File: src/sv/sstf_pkg.sv
// ----------------------------------------------------------------------------
// sstf_pkg
// Shared types and constants of the shortest-seek-first scheduler.
// ----------------------------------------------------------------------------
package sstf_pkg;

    localparam int unsigned CYL_PORT_W = 16;
    localparam int unsigned TOTAL_W    = 22;
    localparam logic [TOTAL_W-1:0] TOTAL_MAX = '1;

    typedef enum logic [1:0] {
        ST_LOAD,
        ST_SCAN,
        ST_PICK,
        ST_EMIT
    } sstf_state_t;

    typedef struct packed {
        logic load;
        logic scan_init;
        logic scan_step;
        logic commit;
        logic finish;
    } sstf_cmd_t;

    typedef struct packed {
        logic scan_done;
        logic seq_end;
    } sstf_status_t;

endpackage

File: src/sv/shortest_seek_first_scheduler_unit.sv
// ----------------------------------------------------------------------------
// shortest_seek_first_scheduler_unit
// Shortest-seek-first disk request scheduler, top level.
// ----------------------------------------------------------------------------
// Requests load one beat per cycle into a request RAM with one write and one
// read port; the first beat of a batch also sets the start head. The beat
// marked batch_end closes the batch. Each result then takes a scan that reads
// every stored request through the one RAM read port, the last compare, a
// commit of the pick and the delivery of the beat, which waits out any output
// stall. No new request is taken until the last result of the batch leaves.
// Requests beyond MAX_REQUESTS are dropped and flag overflow on every result.
// ----------------------------------------------------------------------------
module shortest_seek_first_scheduler_unit
    import sstf_pkg::*;
#(
    parameter int unsigned MAX_REQUESTS = 64,
    parameter int unsigned CYL_BITS     = 16
) (
    input  logic                  clk,
    input  logic                  rst_n,
    input  logic                  in_valid,
    output logic                  in_stall,
    input  logic [CYL_PORT_W-1:0] cylinder,
    input  logic [CYL_PORT_W-1:0] start_head,
    input  logic                  batch_end,
    output logic                  out_valid,
    input  logic                  out_stall,
    output logic [CYL_PORT_W-1:0] served_cylinder,
    output logic [CYL_PORT_W-1:0] seek_distance,
    output logic [TOTAL_W-1:0]    total_seek,
    output logic                  overflow,
    output logic                  sequence_end
);

    sstf_cmd_t    cmd;
    sstf_status_t status;

    sstf_ctrl u_ctrl (
        .clk       (clk),
        .rst_n     (rst_n),
        .in_valid  (in_valid),
        .batch_end (batch_end),
        .out_stall (out_stall),
        .status    (status),
        .cmd       (cmd),
        .in_stall  (in_stall),
        .out_valid (out_valid)
    );

    sstf_dp #(
        .MAX_REQUESTS (MAX_REQUESTS),
        .CYL_BITS     (CYL_BITS)
    ) u_dp (
        .clk             (clk),
        .rst_n           (rst_n),
        .cmd             (cmd),
        .status          (status),
        .cylinder        (cylinder),
        .start_head      (start_head),
        .served_cylinder (served_cylinder),
        .seek_distance   (seek_distance),
        .total_seek      (total_seek),
        .overflow        (overflow),
        .sequence_end    (sequence_end)
    );

    a_busy_after_end: assert property (@(posedge clk) disable iff (!rst_n)
        in_valid && !in_stall && batch_end |=> in_stall)
        else $error("input taken after batch end");

    a_no_overlap: assert property (@(posedge clk) disable iff (!rst_n)
        !(out_valid && !in_stall))
        else $error("result pending while loading");

    a_idle_after_last: assert property (@(posedge clk) disable iff (!rst_n)
        out_valid && !out_stall && sequence_end |=> !out_valid && !in_stall)
        else $error("no return to loading after last result");

    a_first_result_gap: assert property (@(posedge clk) disable iff (!rst_n)
        in_valid && !in_stall && batch_end |=> !out_valid)
        else $error("result delivered without a scan");

endmodule

File: src/sv/sstf_ram.sv
// ----------------------------------------------------------------------------
// sstf_ram
// Generic single-write, single-read RAM with registered read data.
// ----------------------------------------------------------------------------
module sstf_ram #(
    parameter int unsigned WIDTH = 16,
    parameter int unsigned DEPTH = 64
) (
    input  logic                                    clk,
    input  logic                                    we,
    input  logic [(DEPTH > 1 ? $clog2(DEPTH) : 1)-1:0] waddr,
    input  logic [WIDTH-1:0]                        wdata,
    input  logic [(DEPTH > 1 ? $clog2(DEPTH) : 1)-1:0] raddr,
    output logic [WIDTH-1:0]                        rdata
);

    logic [WIDTH-1:0] mem [DEPTH];

    always_ff @(posedge clk)
    begin
        if (we)
        begin
            mem[waddr] <= wdata;
        end
        rdata <= mem[raddr];
    end

endmodule

File: src/sv/sstf_ctrl.sv
// ----------------------------------------------------------------------------
// sstf_ctrl
// Controller: load requests, then scan, pick and deliver one result per pass.
// ----------------------------------------------------------------------------
module sstf_ctrl
    import sstf_pkg::*;
(
    input  logic         clk,
    input  logic         rst_n,
    input  logic         in_valid,
    input  logic         batch_end,
    input  logic         out_stall,
    input  sstf_status_t status,
    output sstf_cmd_t    cmd,
    output logic         in_stall,
    output logic         out_valid
);

    sstf_state_t state_reg;
    sstf_state_t state_next;

    always_ff @(posedge clk or negedge rst_n)
    begin
        if (!rst_n)
        begin
            state_reg <= ST_LOAD;
        end
        else
        begin
            state_reg <= state_next;
        end
    end

    always_comb
    begin
        state_next = state_reg;
        cmd        = '0;
        in_stall   = 1'b1;
        out_valid  = 1'b0;
        unique case (state_reg)
            ST_LOAD:
            begin
                in_stall = 1'b0;
                if (in_valid)
                begin
                    cmd.load = 1'b1;
                    if (batch_end)
                    begin
                        cmd.scan_init = 1'b1;
                        state_next    = ST_SCAN;
                    end
                end
            end
            ST_SCAN:
            begin
                cmd.scan_step = 1'b1;
                if (status.scan_done)
                begin
                    state_next = ST_PICK;
                end
            end
            ST_PICK:
            begin
                cmd.commit = 1'b1;
                state_next = ST_EMIT;
            end
            ST_EMIT:
            begin
                out_valid = 1'b1;
                if (!out_stall)
                begin
                    if (status.seq_end)
                    begin
                        cmd.finish = 1'b1;
                        state_next = ST_LOAD;
                    end
                    else
                    begin
                        cmd.scan_init = 1'b1;
                        state_next    = ST_SCAN;
                    end
                end
            end
            default:
            begin
                state_next = ST_LOAD;
            end
        endcase
    end

endmodule

File: src/sv/sstf_dp.sv
// ----------------------------------------------------------------------------
// sstf_dp
// Datapath: request store, served mask, nearest-request search and totals.
// ----------------------------------------------------------------------------
module sstf_dp
    import sstf_pkg::*;
#(
    parameter int unsigned MAX_REQUESTS = 64,
    parameter int unsigned CYL_BITS     = 16
) (
    input  logic                  clk,
    input  logic                  rst_n,
    input  sstf_cmd_t             cmd,
    output sstf_status_t          status,
    input  logic [CYL_PORT_W-1:0] cylinder,
    input  logic [CYL_PORT_W-1:0] start_head,
    output logic [CYL_PORT_W-1:0] served_cylinder,
    output logic [CYL_PORT_W-1:0] seek_distance,
    output logic [TOTAL_W-1:0]    total_seek,
    output logic                  overflow,
    output logic                  sequence_end
);

    localparam int unsigned IDX_W = (MAX_REQUESTS > 1) ? $clog2(MAX_REQUESTS) : 1;
    localparam int unsigned CNT_W = $clog2(MAX_REQUESTS + 1);
    localparam int unsigned SUM_W = ((CYL_BITS > TOTAL_W) ? CYL_BITS : TOTAL_W) + 1;

    logic [CNT_W-1:0]        count_reg,    count_next;
    logic [CNT_W-1:0]        emitted_reg,  emitted_next;
    logic [CYL_BITS-1:0]     head_reg,     head_next;
    logic [TOTAL_W-1:0]      total_reg,    total_next;
    logic                    drop_reg,     drop_next;
    logic [MAX_REQUESTS-1:0] served_reg,   served_next;
    logic [IDX_W-1:0]        addr_reg,     addr_next;
    logic                    issue_reg,    issue_next;
    logic                    pend_reg,     pend_next;
    logic                    last_reg,     last_next;
    logic [IDX_W-1:0]        rd_idx_reg,   rd_idx_next;
    logic                    found_reg,    found_next;
    logic [IDX_W-1:0]        best_idx_reg, best_idx_next;
    logic [CYL_BITS-1:0]     best_cyl_reg, best_cyl_next;
    logic [CYL_BITS-1:0]     best_d_reg,   best_d_next;
    logic [CYL_PORT_W-1:0]   seek_reg,     seek_next;
    logic                    seq_end_reg,  seq_end_next;

    logic                    full;
    logic                    ram_we;
    logic [CYL_BITS-1:0]     rdata;
    logic [CYL_BITS-1:0]     seek_gap;
    logic [SUM_W-1:0]        sum;
    logic                    addr_last;

    assign full      = (count_reg == CNT_W'(MAX_REQUESTS));
    assign ram_we    = cmd.load && !full;
    assign addr_last = (({1'b0, CNT_W'(addr_reg)} + 1'b1) == {1'b0, count_reg});
    assign seek_gap  = (rdata > head_reg) ? (rdata - head_reg) : (head_reg - rdata);
    assign sum       = SUM_W'(total_reg) + SUM_W'(best_d_reg);

    sstf_ram #(
        .WIDTH (CYL_BITS),
        .DEPTH (MAX_REQUESTS)
    ) u_store (
        .clk   (clk),
        .we    (ram_we),
        .waddr (count_reg[IDX_W-1:0]),
        .wdata (CYL_BITS'(cylinder)),
        .raddr (addr_reg),
        .rdata (rdata)
    );

    always_comb
    begin
        count_next    = count_reg;
        emitted_next  = emitted_reg;
        head_next     = head_reg;
        total_next    = total_reg;
        drop_next     = drop_reg;
        served_next   = served_reg;
        addr_next     = addr_reg;
        issue_next    = issue_reg;
        pend_next     = pend_reg;
        last_next     = last_reg;
        rd_idx_next   = rd_idx_reg;
        found_next    = found_reg;
        best_idx_next = best_idx_reg;
        best_cyl_next = best_cyl_reg;
        best_d_next   = best_d_reg;
        seek_next     = seek_reg;
        seq_end_next  = seq_end_reg;

        if (cmd.load)
        begin
            if (count_reg == '0)
            begin
                head_next    = CYL_BITS'(start_head);
                total_next   = '0;
                drop_next    = 1'b0;
                served_next  = '0;
                emitted_next = '0;
            end
            if (!full)
            begin
                count_next = count_reg + 1'b1;
            end
            else
            begin
                drop_next = 1'b1;
            end
        end

        if (cmd.scan_init)
        begin
            addr_next  = '0;
            issue_next = 1'b1;
            pend_next  = 1'b0;
            last_next  = 1'b0;
            found_next = 1'b0;
        end

        if (cmd.scan_step)
        begin
            // advance the read address; tag the beat of data due next cycle
            pend_next   = issue_reg;
            rd_idx_next = addr_reg;
            last_next   = issue_reg && addr_last;
            if (issue_reg)
            begin
                addr_next = addr_reg + 1'b1;
                if (addr_last)
                begin
                    issue_next = 1'b0;
                end
            end
            if (pend_reg && !served_reg[rd_idx_reg])
            begin
                if (!found_reg || (seek_gap < best_d_reg))
                begin
                    found_next    = 1'b1;
                    best_idx_next = rd_idx_reg;
                    best_cyl_next = rdata;
                    best_d_next   = seek_gap;
                end
            end
        end

        if (cmd.commit)
        begin
            served_next[best_idx_reg] = 1'b1;
            head_next    = best_cyl_reg;
            total_next   = (sum > SUM_W'(TOTAL_MAX)) ? TOTAL_MAX : sum[TOTAL_W-1:0];
            seek_next    = CYL_PORT_W'(best_d_reg);
            seq_end_next = (({1'b0, emitted_reg} + 1'b1) == {1'b0, count_reg});
            emitted_next = emitted_reg + 1'b1;
        end

        if (cmd.finish)
        begin
            count_next   = '0;
            emitted_next = '0;
        end
    end

    always_ff @(posedge clk or negedge rst_n)
    begin
        if (!rst_n)
        begin
            count_reg   <= '0;
            emitted_reg <= '0;
            head_reg    <= '0;
            total_reg   <= '0;
            drop_reg    <= 1'b0;
            served_reg  <= '0;
            addr_reg    <= '0;
            issue_reg   <= 1'b0;
            pend_reg    <= 1'b0;
            last_reg    <= 1'b0;
            found_reg   <= 1'b0;
            seq_end_reg <= 1'b0;
        end
        else
        begin
            count_reg   <= count_next;
            emitted_reg <= emitted_next;
            head_reg    <= head_next;
            total_reg   <= total_next;
            drop_reg    <= drop_next;
            served_reg  <= served_next;
            addr_reg    <= addr_next;
            issue_reg   <= issue_next;
            pend_reg    <= pend_next;
            last_reg    <= last_next;
            found_reg   <= found_next;
            seq_end_reg <= seq_end_next;
        end
    end

    always_ff @(posedge clk)
    begin
        rd_idx_reg   <= rd_idx_next;
        best_idx_reg <= best_idx_next;
        best_cyl_reg <= best_cyl_next;
        best_d_reg   <= best_d_next;
        seek_reg     <= seek_next;
    end

    assign status.scan_done = pend_reg && last_reg;
    assign status.seq_end   = seq_end_reg;

    assign served_cylinder = CYL_PORT_W'(head_reg);
    assign seek_distance   = seek_reg;
    assign total_seek      = total_reg;
    assign overflow        = drop_reg;
    assign sequence_end    = seq_end_reg;

endmodule

File: config.mk
export PLATFORM = sky130hd
export DESIGN_NAME = shortest_seek_first_scheduler_unit
export DESIGN_NICKNAME = d
export VERILOG_FILES = /design/src/sv/sstf_pkg.sv /design/src/sv/shortest_seek_first_scheduler_unit.sv /design/src/sv/sstf_ram.sv /design/src/sv/sstf_ctrl.sv /design/src/sv/sstf_dp.sv
export SDC_FILE = /design/constraint.sdc
export NUM_CORES = 1
export LEC_CHECK = 0
export BUFFER_PORTS_ARGS = -buffer_cell sky130_fd_sc_hd__buf_2
export CAP_MARGIN = 20
export CORE_ASPECT_RATIO = 1.1
export CORE_MARGIN = 1.5
export CORE_UTILIZATION = 61
export CTS_BUF_LIST = sky130_fd_sc_hd__clkbuf_2 sky130_fd_sc_hd__clkbuf_4 sky130_fd_sc_hd__clkbuf_8
export CTS_CLUSTER_SIZE = 16
export DETAILED_ROUTE_END_ITERATION = 7
export GPL_TIMING_DRIVEN = 0
export PLACE_DENSITY = 0.75
export SYNTH_ARGS = -nofsm -noshare
export SYNTH_HDL_FRONTEND = slang
export SYNTH_SLANG_ARGS = --single-unit
File: constraint.sdc
create_clock -name clk -period 13.35 [get_ports clk]
set_input_delay 0.6675 -clock clk [delete_from_list [all_inputs] [get_ports clk]]
set_output_delay 0.6675 -clock clk [all_outputs]
set_load 0.02 [all_outputs]
==> results of run 1 <==
==> worst max-delay path: cells and delay by family (launching register included) <==
| kind | cells | cell delay (ns) |
|---|---|---|
| AOI/OAI and AO/OA | 11 | 3.12 |
| buffers and inverters | 6 | 1.47 |
| adders and majority gates | 2 | 0.59 |
| DFF | 1 | 0.44 |
| xor gates and xnor gates | 1 | 0.22 |
==> cell families (layout without fill, tap and decap cells) <==
kind of cell	Yosys count	in the layout	synth area share
DFF	1230	1230	0.7133
and+or+nand+nor	390	390	0.03397
adders and majority gates	73	73	0.01848
AOI/OAI and AO/OA	613	613	0.07535
buffers and inverters	246	737	0.01934
xor gates and xnor gates	51	51	0.008819
other	0	4	0
muxes	447	447	0.1308
==> power by group through the flow <==
stage               registers [mW]  clock network (mW)  logic (mW)
floorplan                     4.85                   0        2.90
global placement              4.82                   0        4.29
detailed placement            4.84                   0        4.43
CTS                           4.76                3.10        4.45
global route                  4.79                3.27        4.83
finish                        4.76                3.08        4.51
==> metal layers <==
layer / wire length, um / GRT usage / vias up
li1: - / - / 12780
met1: 46960 / 0.3892 / 14950
met2: 61320 / 0.4912 / 1790
met3: 12560 / 0.06986 / 332
met4: 6500 / 0.1464 / 8
met5: 57 / 0 / -
==> final timing paths <==
path / start / to / slack (ns)
max in group asynchronous: rst_n / u_dp.served_cylinder[7] / 12.22
worst min register to register: u_dp.u_store.rdata[15] / u_dp.best_cyl_reg[15] / 0.44
worst min-delay path: start_head[1] / u_dp.served_cylinder[1] / 0.10
worst max-delay path: u_dp.served_cylinder[11] / u_dp.best_d_reg[6] / 7.18
min in group asynchronous: rst_n / u_dp.served_reg[48] / 0.35
worst max register to register: u_dp.served_cylinder[11] / u_dp.best_d_reg[6] / 7.18
==> final cells by class <==
type / count / share of cell area
multi-input combinational: 1574 / 0.2390
clock inverter: 71 / 0.008918
antenna: 4 / 0.0001753
timing repair buffer: 154 / 0.02294
clock buffer: 266 / 0.05589
buffer: 172 / 0.01229
inverter: 74 / 0.004864
tap: 1064 / 0.02331
sequential: 1230 / 0.6326
==> per-stage QoR <==
stage,cells,setup WS [ns],hold WS [ns],util,cell area [sq um]
CTS,4594,7.181,0.04141,0.6935,56880
global route,4606,6.837,0.09661,0.6961,57100
floorplan,3050,7.460,0.3719,-,50650
finish,4609,7.178,0.1016,0.6962,57100
global placement,4208,5.601,0.4356,0.6394,52450
detailed placement,4256,7.207,0.4346,0.6482,53170
==> Yosys cell counts, drive strengths merged, types with 28 or more instances <==
cell	number
a21oi	196
o221ai	64
mux2	68
buf	70
nor2	111
a21o	29
o21ai	147
ha	70
mux2i	214
dfrtp	130
xnor2	32
inv	74
edfxtp	1084
o22ai	67
clkbuf	102
a22o	28
nand2	172
mux4	165
==> metrics.txt, run 1 <==
slowest stage cell, crit path=a211oi_4; share of the synthesized area in the top cell type=0.6427; initial antenna violation count=10; Data arrival, critical path=6.73 ns; critical path cell sequence=inv_1 -> ha_1 -> buf_2 -> a21oi_1 -> o211ai_1 -> a221o_1 -> o22ai_1 -> buf_2 -> buf_1 -> a21oi_1 -> xor2_1 -> ha_1 -> a21o_1 -> a211oi_1 -> o211ai_1 -> a221oi_1 -> o21ai_0 -> a211oi_4 -> buf_8 -> buf_16; commonest non-fill, non-tap cell in the layout=edfxtp_1; Power, Total=12.35 mW; f_max=0.1620 GHz; power per standard cell area=216.3 mW/mm^2; vias in the first global route=30020; Main synth FF type=edfxtp_1; CTS H-tree lvls=4; total track usage=0.3027; Slew Limit Fails=0; ys async rst share=0.1057; worst hold path class=in2reg; First-pass DRT Iterations=7; Rows=110; worst-path fanout max=17; Net Sw Frac=0.3573; RSZ-0062 raised after global routing=false; Largest register FFs=1024; Initial Util=0.6174; Clk network pwr share=0.249; Synth area leader=edfxtp_1; Slew HR=0.1850; EDFF count, synth=1084; DR vias/cell=6.479; most frequent cells in the layout=1084 x edfxtp_1, 214 x mux2i_1, 196 x a21oi_1, 191 x clkbuf_8, 172 x nand2_1; Pint=7.938 mW; Ys Warns=0; clk_skew=0.04658 ns; Synth Instances=3050; Setup TNS=0 ns; die area=0.08477 sq mm; first-pass GRT wire length=187900 um; core area=0.08203 sq mm; CTS Root Cell=clkbuf_8; slew of the pin with the lowest slew margin=1.222 ns; TritonCTS clock tree=done; CTS Buf Count=186; Seq. cell area=0.03612 sq mm; CP required=13.91 ns; final setup fails=0; Die Y=305.2 um; GR Overflow Total=0; # Max-Cap Violations=0; Area Growth Syn to Fin=12.75%; number of I/O port buffers=94; crit end category=register; fillers=5241; Ports=95; CTS Buffer Depth=3; CP Class=reg2reg; Clock Sinks=1230; hold buffers post-CTS=1; wire per inst=27.64 um; CP max stage delay=0.62 ns; worst r2r path cells=20; Netlist cell types=62; hpwl dp=87710 um; number of synthesized register bits=1230; Die W=277.7 um; Mapped Area=0.05065 sq mm; run status=complete, no violations; initial drt markers=3444; Tmin final=6.172 ns; DR vias=29860; CTS resizes=0; part of the power in registers=0.386; gpl congestion=0.9455; fin crit share=0.4623; Final nets=3502; switching power=4.413 mW; fraction of layout cells with a size suffix above 1=0.2169; Clk Latency, worst-skew pair=0.86 ns; DRC=0; Peak VDD IR=153.3 uV; CP startpoint kind=register; Detailed Route WL=127400 um; post-synthesis average cell area=16.61 sq um; postcts setup bufs=0; hold depth=3; combinational power share=0.365; ANT nets after route=0; Synth area leaders=edfxtp_1 64%, mux4_2 7.3%, dfrtp_1 6.4%, mux2i_1 4.2%, a21oi_1 1.9%; syn_nets=3160; multi-input logic area=0.01365 sq mm; largest net degree at the start of global routing=83; Leak Pwr=19.67 nW; Reg clk slew, reported paths=0.06 ns; sequential cell area fraction in the yosys report=0.7133; final hold violations=0
No activity file was read; power rests on OpenSTA's default activity.
==> run 2: changes to the inputs <==
- clock period: 13.35 -> 6.45 ns (I/O delays scaled with it)
==> metrics.txt, run 2 (synthesis gave the netlist of run 1 again) <==
CP Class=reg2reg (unchanged); Tmin final=5.867 ns (was 6.172 ns); initial drt markers=3300 (was 3444); DR vias=29840 (was 29860); Setup TNS=0 ns (unchanged); worst hold margin=0.02902 ns (was 0.1016 ns); Die W=277.7 um (unchanged); most frequent cells in the layout=1084 x edfxtp_1, 214 x mux2i_1, 196 x a21oi_1, 191 x clkbuf_8, 172 x nand2_1 (unchanged); slowest stage cell, crit path=buf_1 (was a211oi_4); worst-path fanout max=17 (unchanged); Data arrival, critical path=6.42 ns (was 6.73 ns); final hold violations=0 (unchanged); CP required=7.01 ns (was 13.91 ns); Reg clk slew, reported paths=0.06 ns (about the same); initial antenna violation count=10 (unchanged); Leak Pwr=19.84 nW (was 19.67 nW); TritonCTS clock tree=done (unchanged); power per standard cell area=445.4 mW/mm^2 (was 216.3 mW/mm^2); wire per inst=27.57 um (was 27.64 um); die area=0.08477 sq mm (unchanged); First-pass DRT Iterations=5 (was 7); CTS resizes=0 (unchanged); Clk network pwr share=0.249 (about the same); final setup fails=0 (unchanged); GR Overflow Total=0 (unchanged); crit end category=register (unchanged); f_max=0.1704 GHz (was 0.1620 GHz); FF-to-FF End=u_dp.best_d_reg[6] (unchanged); Slew HR=0.1648 (was 0.1850); Clock Sinks=1230 (unchanged); Initial Util=0.6174 (unchanged); CTS Root Cell=clkbuf_8 (unchanged); CTS H-tree lvls=4 (unchanged); Pint=16.45 mW (was 7.938 mW); Net Sw Frac=0.3573 (about the same); DRC=0 (unchanged); Detailed Route WL=128100 um (was 127400 um); Clk Latency, worst-skew pair=0.86 ns (about the same); combinational power share=0.366 (was 0.365); cell count along the critical path=20 (unchanged); Slew Limit Fails=0 (unchanged); fillers=5213 (was 5241); core area=0.08203 sq mm (unchanged); CP endpoint=u_dp.best_d_reg[6] (unchanged); number of I/O port buffers=94 (unchanged); Reg-to-Reg Start=u_dp.served_cylinder[11] (unchanged); Largest register FFs=1024 (unchanged); # Max-Cap Violations=0 (unchanged); Placed Area=0.05317 sq mm (unchanged); Die Y=305.2 um (unchanged); cell area after layout=0.05748 sq mm (was 0.05710 sq mm); RSZ-0062 raised after global routing=false (unchanged); Rows=110 (unchanged); post-layout util=0.7007 (was 0.6962); critical path cell sequence=inv_1 -> ha_1 -> buf_2 -> a21oi_1 -> o211ai_1 -> a221o_1 -> o22ai_1 -> buf_2 -> buf_1 -> a21oi_1 -> xor2_1 -> ha_1 -> a21o_1 -> a211oi_1 -> o211ai_1 -> a221oi_1 -> o21ai_0 -> a211oi_4 -> buf_8 -> buf_16 (unchanged); fraction of layout cells with a size suffix above 1=0.2155 (was 0.2169); ANT nets after route=0 (unchanged); Bufs and invs on worst path=6 (unchanged); vias in the first global route=30190 (was 30020); Ports=95 (unchanged); Area Growth Syn to Fin=13.48% (was 12.75%); critical path's top delay family=compound AO/OA/AOI/OAI gates (unchanged); worst reg2reg setup slack=0.58 ns (was 7.18 ns); worst hold path class=in2reg (unchanged); Final nets=3538 (was 3502); fin worst setup slack=0.5829 ns (was 7.178 ns); DR vias/cell=6.425 (was 6.479); total track usage=0.3038 (was 0.3027); part of the power in registers=0.385 (was 0.386); slew of the pin with the lowest slew margin=1.253 ns (was 1.222 ns); hpwl dp=87710 um (unchanged); worst r2r path cells=20 (unchanged); CP startpoint kind=register (unchanged); CP max stage delay=0.48 ns (was 0.62 ns); commonest non-fill, non-tap cell in the layout=edfxtp_1 (unchanged); largest net degree at the start of global routing=83 (unchanged); CTS Buf Count=186 (unchanged); Setup crit start=u_dp.served_cylinder[11] (unchanged); CTS Buffer Depth=3 (unchanged); first-pass GRT wire length=188600 um (was 187900 um); Setup WS pre-CTS=0.3074 ns (was 7.207 ns); run status=complete, no violations (unchanged); gpl congestion=0.9455 (unchanged); switching power=9.147 mW (was 4.413 mW); fin crit share=0.9096 (was 0.4623); Peak VDD IR=325.5 uV (was 153.3 uV); clk_skew=0.04556 ns (was 0.04658 ns)
==> run 2: cell count changes in the layout (fill, tap and decap cells not counted), sizes merged <==
| cell | change |
|---|---|
| dlygate4sd3 | +33 |
| buf | +3 |
| diode | -1 |
==> run 2: worst min-delay path by stage <==
stage	start	endpoint	slack [ns]	cells after the start
floorplan	rst_n	u_ctrl.state_reg[0]	0.03	0
finish	cylinder[2]	u_dp.u_store.mem[10][2]	0.03	1
global route	cylinder[2]	u_dp.u_store.mem[39][2]	0.006	1
detailed placement	rst_n	u_dp.served_reg[9]	0.29	1
CTS	cylinder[12]	u_dp.u_store.mem[38][12]	0.009	1
global placement	u_dp.u_store.rdata[15]	u_dp.best_cyl_reg[15]	0.44	0
==> run 2: through the flow <==
| stage | instances | power, mW |
|---|---|---|
| 2_1_floorplan | 3050 | 16.03 |
| 3_3_place_gp | 4208 | 18.86 |
| 3_5_place_dp | 4256 | 19.19 |
| 4_1_cts | 4621 | 25.50 |
| 5_1_grt | 4642 | 26.73 |
| 6_report | 4644 | 25.60 |
==> run 2: layout make-up <==
class                      count  area (sq um)  area share
buffer                       172         701.9     0.01221
antenna                        3         7.507   0.0001306
clock buffer                 266          3192     0.05553
multi-input combinational   1574         13650      0.2375
inverter                      74         277.8    0.004833
clock inverter                71         509.2    0.008860
tap                         1064          1331     0.02316
sequential                  1230         36120      0.6285
timing repair buffer         190          1683     0.02928
==> run 2: worst reg2reg max path: stages, from the launching register on <==
cell      delay (ns)
dfrtp_1         0.43
inv_1           0.08
ha_1            0.31
buf_2           0.19
a21oi_1         0.21
o211ai_1        0.15
a221o_1         0.40
o22ai_1         0.30
buf_2           0.29
buf_1           0.48
a21oi_1         0.16
xor2_1          0.23
ha_1            0.29
a21o_1          0.17
a211oi_1        0.23
o211ai_1        0.15
a221oi_1        0.45
o21ai_0         0.26
a211oi_4        0.38
buf_8           0.23
buf_16          0.18
==> run 2: repair_timing <==
item                       CTS  global route
hold endpoints to repair   238            87
setup buffers                0             2
hold buffers                28             7
setup endpoints to repair    0            17
==> run 2: per-layer routing <==
layer | GRT usage | part of all wire
met1 | 0.3899 | 0.37
met2 | 0.4943 | 0.48
met3 | 0.06947 | 0.095
met4 | 0.1464 | 0.051
met5 | 0 | 0.00055
==> run 2: power by group through the flow <==
stage / Sequential, mW / Combinational (mW) / Clock, mW
after floorplan: 10.0 / 6.00 / 0
after global placement: 9.99 / 8.88 / 0
after detailed placement: 10.0 / 9.17 / 0
after CTS: 9.86 / 9.23 / 6.42
after global routing: 9.92 / 10.0 / 6.77
final: 9.86 / 9.38 / 6.36
